**src/design/spectrum_trace_averager_assert.svh**
```systemverilog
// Assertion macros shared by the spectrum trace averager RTL.
`ifndef SPECTRUM_TRACE_AVERAGER_ASSERT_SVH
`define SPECTRUM_TRACE_AVERAGER_ASSERT_SVH

// Same-cycle implication, sampled on aclk, off while reset is asserted.
`define STA_ASSERT_NOW(label, ante, cons) \
    label: assert property (@(posedge aclk) disable iff (!aresetn) (ante) |-> (cons)) \
        else $error("spectrum_trace_averager assertion failed");

// Next-cycle implication, sampled on aclk, off while reset is asserted.
`define STA_ASSERT_NEXT(label, ante, cons) \
    label: assert property (@(posedge aclk) disable iff (!aresetn) (ante) |=> (cons)) \
        else $error("spectrum_trace_averager assertion failed");

`endif

```
**src/design/sta_pkg.sv**
```systemverilog
// Types and constants shared by the spectrum trace averager modules.
`default_nettype none
package sta_pkg;

    localparam int CNT_W  = 13;  // frame counts and divisor, up to 8191
    localparam int SUM_W  = 40;  // running sum width
    localparam int DVD_W  = 48;  // signed dividend width
    localparam int DCNT_W = 6;   // divider step counter
    localparam int CFG_W  = 11;  // widest configuration register

    localparam logic [2:0] MODE_PEAK     = 3'd0;
    localparam logic [2:0] MODE_MIN      = 3'd1;
    localparam logic [2:0] MODE_EXP_MSQ  = 3'd2;
    localparam logic [2:0] MODE_EXP_AVG  = 3'd3;
    localparam logic [2:0] MODE_WIN_PEAK = 3'd4;
    localparam logic [2:0] MODE_WIN_MIN  = 3'd5;
    localparam logic [2:0] MODE_MOV_MSQ  = 3'd6;
    localparam logic [2:0] MODE_MOV_AVG  = 3'd7;

    localparam logic [1:0] REG_MODE        = 2'd0;
    localparam logic [1:0] REG_FRAME_BINS  = 2'd1;
    localparam logic [1:0] REG_HISTORY_LEN = 2'd2;

    localparam logic KIND_SAMPLE = 1'b0;
    localparam logic KIND_CLEAR  = 1'b1;

    typedef struct packed {
        logic               kind;
        logic signed [15:0] sample;
    } in_item_t;

    typedef struct packed {
        logic [9:0]         bin_index;
        logic signed [31:0] trace_value;
        logic               last_bin;
    } out_item_t;

    typedef enum logic [3:0] {
        ST_IDLE,
        ST_READ,
        ST_EVAL,
        ST_SUM,
        ST_DIV,
        ST_DIVOUT,
        ST_SCAN_RD,
        ST_SCAN_CMP,
        ST_FINISH
    } state_t;

    typedef enum logic [1:0] {
        ROUTE_DONE,
        ROUTE_SUM,
        ROUTE_SCAN
    } route_t;

    typedef struct packed {
        logic accept;
        logic clear;
        logic sq_load;
        logic eval;
        logic sum;
        logic div_step;
        logic div_out;
        logic scan_rd;
        logic scan_cmp;
        logic finish;
    } cmd_t;

    typedef struct packed {
        route_t route;
        logic   div_last;
        logic   scan_last;
        logic   out_free;
    } status_t;

endpackage
`default_nettype wire

```
**src/design/sta_ctrl.sv**
```systemverilog
// Sequencing state machine for the spectrum trace averager.
`default_nettype none
module sta_ctrl (
    input  wire              aclk,
    input  wire              aresetn,
    input  wire              s_valid,
    input  wire              s_kind,
    input  sta_pkg::status_t status,
    output logic             s_ready,
    output sta_pkg::cmd_t    cmd
);

    sta_pkg::state_t state_reg, state_next;

    always_ff @(posedge aclk) begin
        if (!aresetn) begin
            state_reg <= sta_pkg::ST_IDLE;
        end else begin
            state_reg <= state_next;
        end
    end

    always_comb begin
        state_next = state_reg;
        case (state_reg)
            sta_pkg::ST_IDLE: begin
                if (s_valid && s_kind == sta_pkg::KIND_SAMPLE) begin
                    state_next = sta_pkg::ST_READ;
                end
            end
            sta_pkg::ST_READ: state_next = sta_pkg::ST_EVAL;
            sta_pkg::ST_EVAL: begin
                case (status.route)
                    sta_pkg::ROUTE_SUM:  state_next = sta_pkg::ST_SUM;
                    sta_pkg::ROUTE_SCAN: state_next = sta_pkg::ST_SCAN_RD;
                    default:             state_next = sta_pkg::ST_FINISH;
                endcase
            end
            sta_pkg::ST_SUM: state_next = sta_pkg::ST_DIV;
            sta_pkg::ST_DIV: begin
                if (status.div_last) begin
                    state_next = sta_pkg::ST_DIVOUT;
                end
            end
            sta_pkg::ST_DIVOUT:  state_next = sta_pkg::ST_FINISH;
            sta_pkg::ST_SCAN_RD: state_next = sta_pkg::ST_SCAN_CMP;
            sta_pkg::ST_SCAN_CMP: begin
                state_next = status.scan_last ? sta_pkg::ST_FINISH : sta_pkg::ST_SCAN_RD;
            end
            sta_pkg::ST_FINISH: begin
                if (status.out_free) begin
                    state_next = sta_pkg::ST_IDLE;
                end
            end
            default: state_next = sta_pkg::ST_IDLE;
        endcase
    end

    always_comb begin
        s_ready      = (state_reg == sta_pkg::ST_IDLE);
        cmd          = '0;
        cmd.accept   = s_ready && s_valid && (s_kind == sta_pkg::KIND_SAMPLE);
        cmd.clear    = s_ready && s_valid && (s_kind == sta_pkg::KIND_CLEAR);
        cmd.sq_load  = (state_reg == sta_pkg::ST_READ);
        cmd.eval     = (state_reg == sta_pkg::ST_EVAL);
        cmd.sum      = (state_reg == sta_pkg::ST_SUM);
        cmd.div_step = (state_reg == sta_pkg::ST_DIV);
        cmd.div_out  = (state_reg == sta_pkg::ST_DIVOUT);
        cmd.scan_rd  = (state_reg == sta_pkg::ST_SCAN_RD);
        cmd.scan_cmp = (state_reg == sta_pkg::ST_SCAN_CMP);
        cmd.finish   = (state_reg == sta_pkg::ST_FINISH) && status.out_free;
    end

endmodule
`default_nettype wire

```
**config.mk**
```make
export PLATFORM = sky130hd
export DESIGN_NAME = sta_ctrl
export DESIGN_NICKNAME = d
export VERILOG_FILES = /design/src/design/spectrum_trace_averager_assert.svh /design/src/design/sta_pkg.sv /design/src/design/sta_ctrl.sv
export SDC_FILE = /design/constraint.sdc
export NUM_CORES = 1
export LEC_CHECK = 0
export ABC_AREA = 1
export BUFFER_PORTS_ARGS = -buffer_cell sky130_fd_sc_hd__clkbuf_2
export CAP_MARGIN = 10
export CORE_AREA = 3 3 40 42
export CTS_CLUSTER_DIAMETER = 60
export DETAILED_ROUTE_END_ITERATION = 10
export DIE_AREA = 0 0 43 45
export GPL_TIMING_DRIVEN = 0
export PLACE_DENSITY = 0.6
export SLEW_MARGIN = 20
export SYNTH_ARGS = -nofsm -noshare
export SYNTH_HDL_FRONTEND = slang
export SYNTH_SLANG_ARGS = --single-unit
```
**constraint.sdc**
```tcl
create_clock -name aclk -period 1.4 [get_ports aclk]
set_input_delay 0.14 -clock aclk [delete_from_list [all_inputs] [get_ports aclk]]
set_output_delay 0.14 -clock aclk [all_outputs]
set_load 0.05 [all_outputs]
```
### Word level (Yosys, flattened, before mapping)

Index checks and enable logic that the tools add are counted.

* register bits: 4
* bits of input ports: 9
* output and inout bits: 11
* logic and storage cells: 28

* eq/ne operators: 13
* mux-type cells: 6
* bitwise gates (word level): 1
* reduce and logical (&&, ||, !) cells: 7

Operators by type and width (count)
* 4-bit one-hot mux with 9 select lines: 1
* 4-bit by 3-bit equality test with 1-bit output, second input constant: 4
* 4-bit two-way mux: 4
* 4-bit by 2-bit equality test with 1-bit output, second input constant: 2
* 4-bit one-hot mux with 2 select lines: 1
* 1-bit logical AND: 5
* 4-bit by 1-bit equality test with 1-bit output, second input constant: 1
* 4-bit equality test, second input constant: 1
* 4-bit logical NOT: 1
* 2-bit != test, second input constant: 2
* 3-bit AND reduction: 1
* 2-bit by 1-bit equality test with 1-bit output, second input constant: 1
* 2-bit equality test, second input constant: 1
* 2-bit by 1-bit != test with 1-bit output, second input constant: 1
* 1-bit inverter: 1

### Logic depth before layout (Yosys ltp)

Gate-level depths: netlist of the first run.

* word-level depth: 4
* gate-level depth with buffers: 7

### Worst setup path after synthesis of the first run

OpenSTA, ideal clock, no wires.

* kind: reg2out
* start point: register state_reg[1]
* end point: output cmd[6] (netlist bit)
* data arrival time: 1.978 ns
* required time: 1.260 ns
* setup slack: -0.718 ns
* stages on the path, launching flop included: 3
* path through: dfxtp_1 -> inv_2 -> nor4_1

RTL lines
* start: declaration: line sta_ctrl.sv:13 `sta_pkg::state_t state_reg, state_next;`
* start signal: assignment: line sta_ctrl.sv:17 `state_reg <= sta_pkg::ST_IDLE;`
* start signal: assignment: line sta_ctrl.sv:19 `state_reg <= state_next;`
* end: declaration: line sta_ctrl.sv:10 `output sta_pkg::cmd_t cmd`

==> impl_metrics.toml, run 1 <==
[outcome]
status = "completed"

[layout]
nFillCells = 127
fin_nets = 111
antennaDiodeCount = 0
stdcell_count = 113
largest_register_ffs = 4
syn_to_final_growth_pct = 79.08
fin_util = 0.5667
fin_area_sq_um = 728.2
drive_above_1_share = 0.4898

[synthesis]
synth_largest_area_cell = "dfxtp_1"
syn_nets = 80
syn_area_sq_um = 406.6
yosys-top-cells-count = "16 x inv_1, 11 x nand2_1, 11 x nand3_1"
ys_top_cells_by_area = "dfxtp_1 20%, inv_1 15%, nand3_1 14%"
synth_flop_cell = "dfxtp_1"
yosysUniqueCellTypes = 16
yosysTopAreaCellShare = 0.1969
synth_edf_count = 0
ys_seq_area_frac = 0.1969
syn-mean-instance-area_sq_um = 5.893
yosysMostFrequentCell = "inv_1"
netlist_instances = 69
ys_ff_latch = 4
yosys_warnings = 0
async_flop_share = 0

[route]
dr.pass1.iters = 4
avgViaCountPerCell = 4.487
drc = 0
ant_nets = 0
wl_per_cell_um = 10.16
drtIter0Drc = 12
wl_mm = 1.148
dr_total_vias = 507

[worst_setup_path]
crit_type = "register to output pin"
required_ps = 1260
cp_max_fo = 8
worstPathArrival_ps = 1220
startpoint_type = "register"
critPathCaptureType = "output pin"

[floorplan]
rows = 13
ioPinCount = 20
die_area_sq_mm = 0.001935
coreArea_sq_mm = 0.001285
start_util = 0.3165
fp.dieW_um = 43
die_h_um = 45

[sta]
rsz0062_at_grt = "yes"
fmax_mhz = 734.4
hold_viol = 0
layout_worst_path_cycle_share = 0.9726
setup_viol = 0
slew_headroom = 0.8724
report.final.slew_viol_count = 0
period_needed_ps = 1362
setup_tns_ps = 0
setup_ws_ps = 38.39
worst_pin_slew_ps = 189.9
skew_ps = 1.768

[placed_design]
placed_area_sq_um = 554.3
port_buffers = 19
hpwlAfterDp_um = 808.6
dp.cells = 103
gp_congestion = 0.7558
pre_cts_ws_ps = 71.60

[pwr]
vdd_ir_drop_max_uv = 716.0
powerDensity_mw_per_mm2 = 1827
p_leak_nw = 0.4151

[clocking]
cts_max_level = 1
cts_buffer_depth = 2
hold_buffers = 0
cts_tree = "done"
cts_buffers = 3
clkLatencyLatePin_ps = 230
clock_sinks = 4
cts-root-buf = "clkbuf_4"
clk_pin_slew_ps = 40

[run]
max_cap_violations = 0

[min_path]
hold_class = "input pin to register"

[global_routing]
antenna_found_initial = 0
grt_max_degree = 9
grt_pass1_vias = 440
grt_remaining_overflow = 0
grt_pass1_wl_mm = 1.704
grt_usage = 0.1172
-- timing repair --
action                                 in CTS  in global routing
pin swaps                                   1                  5
setup endpoints to repair                  11                 11
setup buffers                               1                  6
gates resized for setup                    17                 23
endpoints found under the hold margin       0                  0
-- final timing paths --
path | cells after the start | endpoint | slack (ps) | from
max reg2reg | 8 | state_reg[0]$_SDFFE_PN0P_ | 240 | state_reg[0]$_SDFFE_PN0P_
min | 3 | state_reg[3]$_SDFFE_PN0P_ | 110 | aresetn
min reg2reg | 4 | state_reg[1]$_SDFFE_PN0P_ | 670 | state_reg[1]$_SDFFE_PN0P_
max | 5 | cmd[9] | 40 | state_reg[0]$_SDFFE_PN0P_
-- cells in the final DEF, fill, tap and decap left out --
master / n
nor2_4: 6
buf_6: 7
nor2_1: 7
nor4_4: 1
clkbuf_8: 2
inv_2: 2
o211ai_1: 1
dfxtp_1: 1
ha_1: 2
clkbuf_4: 4
clkbuf_2: 8
inv_4: 1
nor3_4: 1
dfxtp_4: 2
nor3_2: 1
nand2_1: 11
nor2_2: 1
inv_1: 16
buf_4: 9
nand3_1: 11
dfxtp_2: 1
nand4_1: 1
o21ai_2: 1
nand2_4: 1
-- metal layers --
layer	part of all wire	wire (um)	vias to the layer above	track usage
met3	0.042	48	0	0.04781
met4	0	0	0	0.03614
met1	0.41	469	218	0.1367
li1	-	-	275	-
met2	0.55	631	14	0.1976
met5	0	0	-	0
-- kinds of logic after synthesis --
group           count (synthesis)  synth area share
fa+ha+maj                       2           0.06153
flops                           4            0.1969
buf+inv                        20            0.2031
compound gates                  2           0.04001
simple gates                   41            0.4985
-- worst max-delay path, cell delays in order (launching register included) --
cell	delay, ps
dfxtp_1	300
buf_6	140
nor2_4	190
nand2_4	100
nor2_4	90
buf_6	160
-- stage by stage --
stage	hold slack (ps)	total power, W
after floorplan	237.6	0.0007956
final	107.6	0.001330
after detailed placement	345.6	0.0009371
after global placement	339.4	0.0009321
after CTS	100.4	0.001137
after global routing	117.6	0.001415
-- final cells by class --
type / instances / area [sq um] / share of cell area
clock buffers: 3 / 22.52 / 0.03093
repair buffers: 26 / 210.2 / 0.2887
plain buffers: 1 / 11.26 / 0.01546
multi-input cells: 45 / 302.8 / 0.4158
inverters: 19 / 73.82 / 0.1014
flip-flops and latches: 4 / 88.84 / 0.1220
well taps: 15 / 18.77 / 0.02577
-- report_power, final --
part           total (W)  switching [W]  internal (W)
combinational   0.000995       0.000630      0.000365
clock           0.000144      0.0000478     0.0000959
sequential      0.000191      0.0000397      0.000152
Note: power is estimated with default switching activity, not from simulation.
==> run 2, diff against run 1 <==
--- a/config.mk
+++ b/config.mk
@@ -5,7 +5,6 @@
 export SDC_FILE = /design/constraint.sdc
 export NUM_CORES = 1
 export LEC_CHECK = 0
-export ABC_AREA = 1
 export BUFFER_PORTS_ARGS = -buffer_cell sky130_fd_sc_hd__clkbuf_2
 export CAP_MARGIN = 10
 export CORE_AREA = 3 3 40 42
@@ -13,7 +12,7 @@
 export DETAILED_ROUTE_END_ITERATION = 10
 export DIE_AREA = 0 0 43 45
 export GPL_TIMING_DRIVEN = 0
-export PLACE_DENSITY = 0.6
+export PLACE_DENSITY = 0.58
 export SLEW_MARGIN = 20
 export SYNTH_ARGS = -nofsm -noshare
 export SYNTH_HDL_FRONTEND = slang
==> impl_metrics.toml, run 2 <==
[clocking]
hold_buffers = 0
clock_sinks = 4
cts_tree = "done"
cts-root-buf = "clkbuf_4"
clkLatencyLatePin_ps = 240
cts_buffers = 3
cts_buffer_depth = 2
cts_max_level = 1
clk_pin_slew_ps = 40

[floorplan]
coreArea_sq_mm = 0.001285
fp.dieW_um = 43
start_util = 0.2989
rows = 13
die_area_sq_mm = 0.001935
ioPinCount = 20
die_h_um = 45

[worst_setup_path]
rrSetupSlack_ps = 60
reg2reg_from = "state_reg[1]$_SDFFE_PN0P_"
cp_max_fo = 4
timing.rr.end = "state_reg[0]$_SDFFE_PN0P_"
required_ps = 1260
r2r_cells = 5
crit_type = "register to output pin"
critPathCaptureType = "output pin"
startpoint_type = "register"
worstPathArrival_ps = 1450

[sta]
report.final.slew_viol_count = 0
hold_viol = 0
rsz0062_at_grt = "yes"
skew_ps = 4.186
worst_pin_slew_ps = 333.5
period_needed_ps = 1591
fmax_mhz = 628.6
setup_ws_ps = -190.9
setup_tns_ps = -820.0
slew_headroom = 0.7760
layout_worst_path_cycle_share = 1.136
setup_viol = 7

[synthesis]
yosysMostFrequentCell = "nor2_1"
ys_top_cells_by_area = "dfxtp_1 21%, nor2_1 6.8%, ha_1 6.5%"
netlist_instances = 49
async_flop_share = 0
synth_flop_cell = "dfxtp_1"
synth_largest_area_cell = "dfxtp_1"
yosysTopAreaCellShare = 0.2085
synth_edf_count = 0
ys_seq_area_frac = 0.2085
syn_area_sq_um = 384.1
syn-mean-instance-area_sq_um = 7.839
yosys_warnings = 0
yosys-top-cells-count = "7 x nor2_1, 4 x dfxtp_1, 4 x nand2b_1, 4 x nor3_1"
yosysUniqueCellTypes = 25
syn_nets = 60
ys_ff_latch = 4

[global_routing]
antenna_found_initial = 0
grt_pass1_wl_mm = 1.938
grt_remaining_overflow = 0
grt_usage = 0.1350
grt_pass1_vias = 445
grt_max_degree = 11

[layout]
final_cell_mix = "9 x buf_4, 8 x buf_6, 8 x clkbuf_2"
fin_util = 0.6728
nFillCells = 106
stdcell_count = 97
fin_nets = 95
drive_above_1_share = 0.7561
final_common_cell = "buf_4"
largest_register_ffs = 4
antennaDiodeCount = 0
syn_to_final_growth_pct = 125.1

[placed_design]
pre_cts_ws_ps = -193.8
gp_congestion = 0.6687
dp.cells = 83
port_buffers = 19
hpwlAfterDp_um = 759.1

[min_path]
holdCritStartpoint = "aresetn"
holdPathEnd = "state_reg[3]$_SDFFE_PN0P_"
hold_class = "input pin to register"
holdPathStages = 2

[pwr]
p_seq_frac = 0.118
clkPwrFrac = 0.084
power_frac_comb = 0.798
total_power_w = 0.001735
p_leak_nw = 0.3588
powerDensity_mw_per_mm2 = 2006
vdd_ir_drop_max_uv = 789.4
p_sw_frac = 0.4815
p_switching_w = 0.0008352
internal_power_w = 0.0008994

[route]
dr.pass1.iters = 4
avgViaCountPerCell = 5.289
drc = 0
wl_per_cell_um = 14.94
wl_mm = 1.449
drtIter0Drc = 11
dr_total_vias = 513
ant_nets = 0

[outcome]
violations = "setup timing"
status = "finished with violations"

[run]
max_cap_violations = 0
-- run 2: stage by stage --
step                      area (sq um)  hold WS, ps
after floorplan                  440.4        267.9
after global placement           554.3        412.1
after detailed placement         554.3        416.8
after CTS                        738.2        159.5
after global routing             864.6        161.3
final                            864.6        170.1
-- run 2: kinds of logic (layout without fill, tap and decap cells) --
kind of cell | Yosys count | after routing | share of synthesized area
and+or+nand+nor | 29 | 29 | 0.4853
AOI/OAI and AO/OA | 7 | 7 | 0.1466
buffers and inverters | 7 | 40 | 0.09445
adders and majority gates | 2 | 2 | 0.06514
DFF | 4 | 4 | 0.2085
-- run 2: area by class of cell --
type                    count  area [sq um]  area share
plain buffers               4         53.80     0.06223
clock buffers               3         22.52     0.02605
inverters                   3         11.26     0.01302
multi-input cells          38         391.6      0.4530
flip-flops and latches      4         85.08     0.09841
well taps                  15         18.77     0.02171
repair buffers             30         281.5      0.3256
-- run 2: power groups by stage --
stage | Sequential (W) | Clock (W) | Combinational, W
after floorplan | 0.000170 | 0 | 0.000703
after global placement | 0.000178 | 0 | 0.000843
after detailed placement | 0.000179 | 0 | 0.000847
after CTS | 0.000186 | 0.000155 | 0.00109
after global routing | 0.000207 | 0.000166 | 0.00145
final | 0.000205 | 0.000146 | 0.00138
-- run 2: worst max-delay path by stage --
stage,startpoint,end,slack [ps],depth (start not counted)
final,state_reg[2]$_SDFFE_PN0P_,cmd[8],-190,4
after global routing,state_reg[2]$_SDFFE_PN0P_,cmd[8],-260,4
after CTS,state_reg[1]$_SDFFE_PN0P_,cmd[9],-170,5
after detailed placement,state_reg[0]$_SDFFE_PN0P_,cmd[7],-190,4
after global placement,state_reg[0]$_SDFFE_PN0P_,cmd[7],-200,4
after floorplan,state_reg[1]$_SDFFE_PN0P_,cmd[9],-440,4
-- run 2: metal layers --
metal  vias to the layer above  track usage  wire length (um)
met1                       244       0.1570               510
met4                         0      0.01807                31
li1                        243            -                 -
met2                        22       0.2365               820
met5                         -            0                 0
met3                         4      0.05976                86
-- run 2: worst max-delay path, cell delays in order (launching register included) --
cell and delay [ps]:
dfxtp_2 320, buf_6 120, nor4_4 370, and3_4 260
buf_8 140
-- run 2: timing repair --
| item | in CTS | in global routing |
|---|---|---|
| endpoints found under the hold margin | 0 | 0 |
| resized for setup | 30 | 31 |
| pin swaps | 4 | 6 |
| endpoints found under the setup margin | 11 | 12 |
| setup buffers | 7 | 5 |
==> run 3, diff against run 2 <==
--- a/config.mk
+++ b/config.mk
@@ -12,7 +12,7 @@
 export DETAILED_ROUTE_END_ITERATION = 10
 export DIE_AREA = 0 0 43 45
 export GPL_TIMING_DRIVEN = 0
-export PLACE_DENSITY = 0.58
+export PLACE_DENSITY = 0.56
 export SLEW_MARGIN = 20
 export SYNTH_ARGS = -nofsm -noshare
 export SYNTH_HDL_FRONTEND = slang
==> impl_metrics.toml, run 3 (same netlist as run 2, synthesis figures left out) <==
[pwr]
powerDensity_mw_per_mm2 = 1941
p_seq_frac = 0.131
p_leak_nw = 0.3640
p_sw_frac = 0.4877
internal_power_w = 0.0008586
clkPwrFrac = 0.087
power_frac_comb = 0.782
vdd_ir_drop_max_uv = 826.6
p_switching_w = 0.0008173

[clocking]
clock_sinks = 4
clkLatencyLatePin_ps = 240
cts-root-buf = "clkbuf_4"
clk_pin_slew_ps = 40
cts_tree = "done"
cts_max_level = 1
cts_buffers = 3
hold_buffers = 0
cts_buffer_depth = 2

[worst_setup_path]
cp_max_fo = 4
startpoint_type = "register"
critPathSlowestCell = "nor4_4"
critPathCaptureType = "output pin"
cp_cell_sequence = "buf_6, nor4_4, and3_4, buf_8"
rrSetupSlack_ps = 10
path_buf_inv = 2
crit_type = "register to output pin"
worstPathArrival_ps = 1430
critPathTopFamily = "simple AND/OR/NAND/NOR gates"
required_ps = 1260
max_stage_delay_ps = 360

[sta]
worst_pin_slew_ps = 311.1
rsz0062_at_grt = "yes"
period_needed_ps = 1572
skew_ps = 7.597
hold_slack_ps = 159.2
hold_viol = 0
fmax_mhz = 636.1
setup_viol = 8
layout_worst_path_cycle_share = 1.123
slew_headroom = 0.7910
setup_ws_ps = -172.1
report.final.slew_viol_count = 0

[layout]
fin_nets = 94
drive_above_1_share = 0.7531
antennaDiodeCount = 0
largest_register_ffs = 4
final_common_cell = "buf_8"
final_cell_mix = "9 x buf_8, 8 x clkbuf_2, 7 x buf_4"
stdcell_count = 96
syn_to_final_growth_pct = 124.8

[route]
drc = 0
dr_total_vias = 481
wl_per_cell_um = 13.08
wl_mm = 1.256
drtIter0Drc = 3
ant_nets = 0
dr.pass1.iters = 4
avgViaCountPerCell = 5.010

[floorplan]
fp.dieW_um = 43
coreArea_sq_mm = 0.001285
die_h_um = 45
start_util = 0.2989
rows = 13
die_area_sq_mm = 0.001935
ioPinCount = 20

[placed_design]
gp_congestion = 0.6307
port_buffers = 19
dp.cells = 83
hpwlAfterDp_um = 723.1

[outcome]
status = "finished with violations"
violations = "setup timing"

[global_routing]
grt_max_degree = 11
grt_usage = 0.1433
grt_pass1_vias = 462
antenna_found_initial = 0
grt_remaining_overflow = 0
grt_pass1_wl_mm = 2.056

[min_path]
hold_class = "input pin to register"

[run]
max_cap_violations = 0
run 3: cell count changes in the layout (fill, tap and decap cells not counted), sizes merged:
cell    previous run  this run
clkbuf            13        14
buf               24        22
run 3: repair_timing:
action,in CTS,in global routing
buffers inserted,7,4
pin swaps,6,5
gates resized for setup,37,25
cloned,0,0
setup endpoints to repair,11,11
run 3: layout make-up:
cell class	count	area (sq um)
Inverter	3	13.76
Clock buffer	3	22.52
Timing Repair Buffer	30	296.5
Sequential cell	4	87.58
Fill cell	106	421.7
Tap cell	15	18.77
Buffer	3	33.78
Multi-Input combinational cell	38	390.4
run 3: path summary, 6_finish.rpt:
path	start	end	depth (start not counted)
max	state_reg[2]$_SDFFE_PN0P_	cmd[8]	4
min	aresetn	state_reg[3]$_SDFFE_PN0P_	2
max reg2reg	state_reg[1]$_SDFFE_PN0P_	state_reg[0]$_SDFFE_PN0P_	5
min reg2reg	state_reg[0]$_SDFFE_PN0P_	state_reg[0]$_SDFFE_PN0P_	2
run 3: per-stage QoR:
step	setup slack (ps)	cell area, sq um	util	total power [W]	TNS [ps]
after global placement	-207.5	554.3	0.4314	0.001023	-935.9
after global routing	-246.7	863.3	0.6719	0.001772	-1395
after floorplan	-441.6	440.4	-	0.0008736	-1480
after CTS	-170.6	768.2	0.5979	0.001477	-644.1
final	-172.1	863.3	0.6719	0.001676	-764.9
after detailed placement	-195.2	554.3	0.4314	0.001022	-803.6
run 3: routing by layer:
layer / vias to the layer above / global-route usage / share of wire
met5: - / 0 / 0
met4: 0 / 0.03614 / 0.011
met3: 2 / 0.06375 / 0.081
met2: 20 / 0.2515 / 0.51
met1: 218 / 0.1594 / 0.40
li1: 241 / - / -
run 3: worst register-to-register path: stages, from the launching register on:
cell and delay [ps]:
dfxtp_4 360, buf_8 140, buf_6 110, nor3b_1 120, or4_4 410, a211oi_2 180
run 3: power groups by stage:
stage                     sequential, W  clock (W)  combinational [W]
after floorplan                0.000170          0           0.000703
after global placement         0.000178          0           0.000845
after detailed placement       0.000179          0           0.000843
after CTS                      0.000192   0.000153            0.00113
after global routing           0.000222   0.000168            0.00138
final                          0.000219   0.000146            0.00131
